**src/rtl/core/rkr_pkg.sv**
```systemverilog
// Package for the reference-counted key registry: sizes, request and status
// codes, and the structs that travel on the ports and along the cell chain.
// No dependencies.
`default_nettype none

package rkr_pkg;

   localparam int ENTRIES    = 256;
   localparam int IDX_BITS   = $clog2(ENTRIES);
   localparam int KEY_BITS   = 64;
   localparam int OWNER_BITS = 16;
   localparam int COUNT_BITS = 16;

   localparam logic [COUNT_BITS-1:0] COUNT_MAX = {COUNT_BITS{1'b1}};

   typedef enum logic [1:0] {
      REQ_LOOKUP     = 2'd0,
      REQ_REGISTER   = 2'd1,
      REQ_UNREGISTER = 2'd2
   } req_code_type;

   typedef enum logic [1:0] {
      ST_OK   = 2'd0,
      ST_MISS = 2'd1,
      ST_FULL = 2'd2,
      ST_ZERO = 2'd3
   } status_code_type;

   typedef struct packed {
      logic [1:0]            req_type;
      logic [KEY_BITS-1:0]   key;
      logic [OWNER_BITS-1:0] owner;
   } req_item_type;

   typedef struct packed {
      status_code_type       status;
      logic [OWNER_BITS-1:0] owner_out;
      logic [COUNT_BITS-1:0] count_out;
   } rsp_item_type;

   // request as it walks the chain, one cell per cycle
   typedef struct packed {
      logic                  active;
      logic                  zero;
      logic [1:0]            req_type;
      logic [KEY_BITS-1:0]   key;
      logic [OWNER_BITS-1:0] owner;
      logic                  hit;
      logic [OWNER_BITS-1:0] res_owner;
      logic [COUNT_BITS-1:0] res_count;
      logic                  free_found;
      logic [IDX_BITS-1:0]   free_idx;
   } probe_type;

   // slot fill broadcast from the tail of the chain
   typedef struct packed {
      logic                  we;
      logic [IDX_BITS-1:0]   idx;
      logic [KEY_BITS-1:0]   key;
      logic [OWNER_BITS-1:0] owner;
   } alloc_type;

endpackage

`default_nettype wire

```
**src/rtl/core/rkr_cell.sv**
```systemverilog
// One table slot of the key registry: valid mark, key, owner and count,
// plus one stage of the probe chain. Depends on rkr_pkg.
`default_nettype none

module rkr_cell (
   input  logic                           clock,
   input  logic                           reset,
   input  logic [rkr_pkg::IDX_BITS-1:0]   cell_index,
   input  rkr_pkg::probe_type             probe_in,
   input  rkr_pkg::alloc_type             alloc,
   output rkr_pkg::probe_type             probe_out
);
   import rkr_pkg::*;

   logic                  valid_ff, valid_in;
   logic [KEY_BITS-1:0]   key_ff, key_in;
   logic [OWNER_BITS-1:0] owner_ff, owner_in;
   logic [COUNT_BITS-1:0] count_ff, count_in;
   probe_type             probe_ff, probe_in_nx;
   logic                  match;
   logic [COUNT_BITS-1:0] cnt;

   always_comb begin
      valid_in    = valid_ff;
      key_in      = key_ff;
      owner_in    = owner_ff;
      count_in    = count_ff;
      probe_in_nx = probe_in;
      cnt         = count_ff;
      match       = probe_in.active && !probe_in.zero && !probe_in.hit && valid_ff &&
                    (key_ff == probe_in.key);

      if (match) begin
         case (probe_in.req_type)
            REQ_LOOKUP: begin
               probe_in_nx.hit       = 1'b1;
               probe_in_nx.res_owner = owner_ff;
               probe_in_nx.res_count = count_ff;
            end
            REQ_REGISTER: begin
               cnt = (count_ff == COUNT_MAX) ? count_ff : COUNT_BITS'(count_ff + 1'b1);
               count_in              = cnt;
               probe_in_nx.hit       = 1'b1;
               probe_in_nx.res_owner = owner_ff;
               probe_in_nx.res_count = cnt;
            end
            REQ_UNREGISTER: begin
               cnt = (count_ff == '0) ? '0 : COUNT_BITS'(count_ff - 1'b1);
               count_in              = cnt;
               probe_in_nx.hit       = 1'b1;
               probe_in_nx.res_owner = owner_ff;
               probe_in_nx.res_count = cnt;
               if (cnt == '0) begin
                  valid_in = 1'b0;
               end
            end
            default: begin
            end
         endcase
      end

      // remember the lowest free slot in case a register misses
      if (probe_in.active && !valid_ff && !probe_in.free_found) begin
         probe_in_nx.free_found = 1'b1;
         probe_in_nx.free_idx   = cell_index;
      end

      if (alloc.we && (alloc.idx == cell_index)) begin
         valid_in = 1'b1;
         key_in   = alloc.key;
         owner_in = alloc.owner;
         count_in = COUNT_BITS'(1);
      end
   end

   always_ff @(posedge clock) begin
      if (reset) begin
         valid_ff        <= 1'b0;
         probe_ff.active <= 1'b0;
      end else begin
         valid_ff <= valid_in;
         probe_ff <= probe_in_nx;
      end
   end

   always_ff @(posedge clock) begin
      key_ff   <= key_in;
      owner_ff <= owner_in;
      count_ff <= count_in;
   end

   assign probe_out = probe_ff;

endmodule

`default_nettype wire

```
**config.mk**
```make
export PLATFORM = sky130hd
export DESIGN_NAME = rkr_cell
export DESIGN_NICKNAME = d
export VERILOG_FILES = /design/src/rtl/core/rkr_pkg.sv /design/src/rtl/core/rkr_cell.sv
export SDC_FILE = /design/constraint.sdc
export NUM_CORES = 1
export LEC_CHECK = 0
export BUFFER_PORTS_ARGS = -buffer_cell sky130_fd_sc_hd__buf_2
export CORE_ASPECT_RATIO = 1.4
export CORE_UTILIZATION = 45
export CTS_BUF_LIST = sky130_fd_sc_hd__clkbuf_8 sky130_fd_sc_hd__clkbuf_16
export CTS_CLUSTER_DIAMETER = 60
export DETAILED_ROUTE_END_ITERATION = 10
export GPL_ROUTABILITY_DRIVEN = 0
export GPL_TIMING_DRIVEN = 0
export PLACE_DENSITY_LB_ADDON = 0.12
export SETUP_SLACK_MARGIN = 0.05
export SYNTH_ARGS = -nofsm -noshare
export SYNTH_HDL_FRONTEND = slang
export SYNTH_SLANG_ARGS = --single-unit
```
**constraint.sdc**
```tcl
create_clock -name clock -period 3.2 [get_ports clock]
set_input_delay 0.32 -clock clock [delete_from_list [all_inputs] [get_ports clock]]
set_output_delay 0.32 -clock clock [all_outputs]
set_load 0.1 [all_outputs]
```
# [Word level (Yosys, flattened, before mapping)]
# Index checks and enable logic that the tools add are counted.
[op_classes] add_sub_neg=2 multipliers=0 div_mod_pow=0 n_lt_le_gt_ge=0 eq_ne=5 shifts=0 mux=10 bitwise=0 n_reduce_logical=20
[ops] cell="case mux 33 bit (3 select lines)" n=1
[ops] cell="== test 64 bit" n=1
[ops] cell="2-to-1 mux 33 bit" n=1
[ops] cell="zero test 16 bit" n=2
[ops] cell="2-to-1 mux 16 bit" n=2
[ops] cell="case mux 16 bit (2 select lines)" n=1
[ops] cell="adder 16 x 1 -> 16 bit (second input constant)" n=1
[ops] cell="== test 16 bit (second input constant)" n=1
[ops] cell="subtractor 16 x 1 -> 16 bit (second input constant)" n=1
[ops] cell="== test 8 bit" n=1
[ops] cell="2-to-1 mux 8 bit" n=1
[ops] cell="nonzero test 2 bit" n=4
[ops] cell="logical AND 1 bit" n=7
[ops] cell="zero test 1 bit" n=4
[ops] cell="2-to-1 mux 1 bit" n=4
[ops] cell="AND reduction 3 bit" n=1
[ops] cell="== test 2 x 1 -> 1 bit (second input constant)" n=1
[ops] cell="== test 2 bit (second input constant)" n=1
[ops] cell="zero test 2 bit" n=1
[ops] cell="AND reduction 2 bit" n=1
[word_totals] regBits=223 latchBits=0 mem_bits_rw=0 mem_bits_ro=0 in_bits=225 memories=0

# [Longest topological paths before layout]
[depth] ltp_word=7 mapped_depth=10

# [Least setup slack after synthesis]
# No wires, ideal clock.
[synth_path] path_kind="input port to flip-flop" start="input reset" end="register valid_ff" setup_ns=0.082 arrival_time_ns=3.271 t_required_ns=3.118 path_slack_ns=-0.153 path_stages=3 path_buffers=0 cell_sequence="inv_1 -> o21ai_0 -> a21oi_1"
[synth_rtl] item="start: declaration" line_no="rkr_cell.sv:7" text="input logic reset,"
[synth_rtl] item="end signal: assignment" line_no="rkr_cell.sv:81" text="valid_ff <= valid_in;"
[synth_rtl] item="end: declaration" line_no="rkr_cell.sv:15" text="logic valid_ff, valid_in;"

# [Final worst setup path]
[layout_path] start="input probe_in[75] (netlist bit)" end="register count_ff[1]"
[layout_between] elab_chain_len=3
[layout_lines] item="start: declaration" line_no="rkr_cell.sv:9" text="input rkr_pkg::probe_type probe_in,"
[layout_lines] item="== test 64 bit" line_no="rkr_cell.sv:31" text="(key_ff == probe_in.key);"
[layout_lines] item="logical AND 1 bit" line_no="rkr_cell.sv:30" text="match = probe_in.active && !probe_in.zero && !probe_in.hit && valid_ff &&"
[layout_lines] item="AND reduction 2 bit (no source line)"
[layout_lines] item="end signal: assignment" line_no="rkr_cell.sv:89" text="count_ff <= count_in;"
[layout_lines] item="end: declaration" line_no="rkr_cell.sv:18" text="logic [COUNT_BITS-1:0] count_ff, count_in;"
# Every way passes these cells.
# A chain may end at the register's enable or synchronous reset.

==> impl_results.md <==
* Status: complete, no violations
* Power per cell area at 554 nW/um2
* Total global-route track usage at 0.272
* Synth unique cells at 65
* Seq cells post-synth at 223
* Most common cell in the netlist: edfxtp_1
* Core Rows at 63
* Final Max Tran Viols at 0
* Slew Limit Headroom at 0.465
* Worst hold path class: in2reg
* Worst-case clock skew at 0.0192 ns
* Worst Hold Margin at 0.0162 ns
* Total power at 7.89 mW
* Routed WL per cell at 20.0 um
* Reg power frac at 0.428
* Layout cell share with drive strength beyond 1 at 0.363
* RSZ-0062 raised after global routing: false
* Met3 Usage GRT at 0.0534
* Cell accounting for the most synthesized area: edfxtp_1
* # DRC at 0
* Antenna viol nets, final at 0
* CP Launch Type: input pin
* Max cap viols at 0
* Non-Filler Instances at 1552
* Post-synth top flop: edfxtp_1
* Synth warnings at 0
* Sequential-to-total area share from yosys stat at 0.657
* WP data required at 3.61 ns
* LEAKAGE at 5.48 nW
* H-Tree Depth at 1
* Most Crowded Layer GR: met2
* Skew-Pair Late Insertion Delay at 0.52 ns
* Tmin final at 2.98 ns
* GR Util met1 at 0.289
* Iter 0 DRT Violations at 554
* Total Nets Final at 1471
* Clk network pwr share at 0.344
* # IOs at 351
* Grt ovf at 0
* Routed wire length at 31100 um
* Switching Share at 0.321
* Port bufs at 350
* CTS Buffer Depth at 3
* Vias in the first global route at 8331
* Synth cell count leaders: edfxtp_1, xnor2_1, o21ai_0, nand2_1, clkbuf_1
* Root Buffer: clkbuf_16
* Worst Hold Depth at 1
* Gate power share at 0.228
* Async SR Flop Fraction at 0
* Syn Area/Cell at 13.6 um2
* Final hold vios at 0
* Reg2reg path depth at 8
* Largest net degree at the start of global routing at 42
* Synth top area share at 0.621
* DR vias/cell at 5.30
* Area of the die at 22600 um2
* F_max at 0.335 GHz
* Clock transition at path regs at 0.07 ns
* Routed vias at 8232
* Top cells by area, synth: edfxtp_1, xnor2_1, dfxtp_1
* First drt pass iteration count at 5
* Number of CTS-inserted buffers at 23
* M2 GR Usage at 0.511
* Endpoints failing setup at 0
* Internal at 5.36 mW
* Initial core utilization at 0.464
* Placed cells at 1374
* Initial antenna violation count at 3
* Sw power at 2.53 mW
* Final Cycle Share at 0.932
* Post-Syn Area at 9910 um2
* Fin util at 0.667
* Critical path data arrival time at 3.39 ns
* Reg-to-reg slack, setup at 0.24 ns
* Die height at 178 um
* First-pass GRT wire length at 46100 um
* VDD IR max at 482 uV
* CP Capture Type: flop
* Worst slew pin tran at 0.801 ns
* Critical path fanouts, max at 10
* Core area at 21400 um2
* Syn Nets at 958
* Die W at 127 um
* CTS tree: yes
* Syn Inst Count at 727
* WS Path Type: in2reg
* Area delta synth->final at 43.7%
* Number of enable flip-flop cells after synthesis at 205
* Post-detail-place hpwl at 22300 um
* Clock sink count at 223
[timing repair]
action / in CTS / in global routing
buffers inserted: 0 / 3
hold buffers: 129 / 1
setup endpoints to repair: 1 / 7
gates resized for setup: 1 / 1
endpoints found under the hold margin: 129 / 1
[path summary, 6_finish.rpt]
| path | to | startpoint |
|---|---|---|
| min | probe_out[110]$_DFFE_PN_ | probe_in[110] |
| max reg2reg | count_ff[1]$_SDFFE_PP0P_ | key_ff[44]$_DFFE_PP_ |
| min reg2reg | probe_out[28]$_DFFE_PN_ | owner_ff[3]$_DFFE_PP_ |
| max | count_ff[1]$_SDFFE_PP0P_ | probe_in[75] |
[layout by cell type (no fill, tap or decap), types with 7 or more instances in the layout]
| master | count |
|---|---|
| a21oi_1 | 18 |
| a22oi_1 | 7 |
| buf_2 | 358 |
| clkbuf_1 | 30 |
| clkbuf_16 | 23 |
| dfxtp_1 | 18 |
| dlygate4sd3_1 | 130 |
| edfxtp_1 | 205 |
| inv_1 | 15 |
| mux2_2 | 21 |
| nand2_1 | 35 |
| nand2b_1 | 19 |
| nand3_1 | 14 |
| nand4_1 | 29 |
| nor2_1 | 16 |
| nor3_1 | 23 |
| nor4_1 | 9 |
| o21ai_0 | 50 |
| xnor2_1 | 76 |
[area by class of cell]
| cell class | instances | area (um2) |
|---|---|---|
| clock inverters | 19 | 189 |
| well taps | 292 | 365 |
| inverters | 16 | 67.6 |
| flip-flops and latches | 223 | 6520 |
| diodes | 3 | 7.51 |
| repair buffers | 488 | 3180 |
| fillers | 1637 | 7120 |
| clock buffers | 23 | 576 |
| multi-input cells | 447 | 3160 |
| plain buffers | 41 | 186 |
[power by group through the flow]
stage / Combinational, mW / Clock, mW / Sequential [mW]
4_1_cts: 1.77 / 2.77 / 3.38
3_3_place_gp: 1.62 / 0 / 3.44
2_1_floorplan: 0.305 / 0 / 4.39
6_report: 1.80 / 2.72 / 3.38
3_5_place_dp: 1.64 / 0 / 3.44
5_1_grt: 1.86 / 2.87 / 3.39
[through the flow]
stage	instance area, um2	setup slack [ns]	setup TNS [ns]
floorplan	9920	0.582	0
global placement	12000	-0.599	-101.59
detailed placement	12100	-0.0157	-0.0157
CTS	14200	0.126	0
global route	14200	0.0471	0
finish	14200	0.217	0
[registers in the layout (all words and copies together), names as in the netlist]
register / flops
count_ff: 16
owner_ff: 16
key_ff: 64
probe_out: 126
valid_ff: 1
[cells by family after synthesis]
family / synth area share
buf+inv: 0.0249
flops: 0.657
mux: 0.0259
compound gates: 0.104
fa+ha+maj: 0.00757
simple gates: 0.107
xor+xnor: 0.0725
[metal layers]
metal	routed length, um	part of all wire
met1	10900	0.35
met2	16700	0.54
met4	1380	0.045
met5	10	0.00032
met3	2070	0.067
[critical path, stage by stage]
cell and delay (ns):
dlygate4sd3_1 0.53, buf_2 0.14, xnor2_1 0.22, nand4_1 0.14, nor4_2 0.41, nand4_1 0.48
or2_1 0.37, clkbuf_1 0.21, buf_2 0.27, o32ai_1 0.28
No activity file was read; power rests on OpenSTA's default activity.
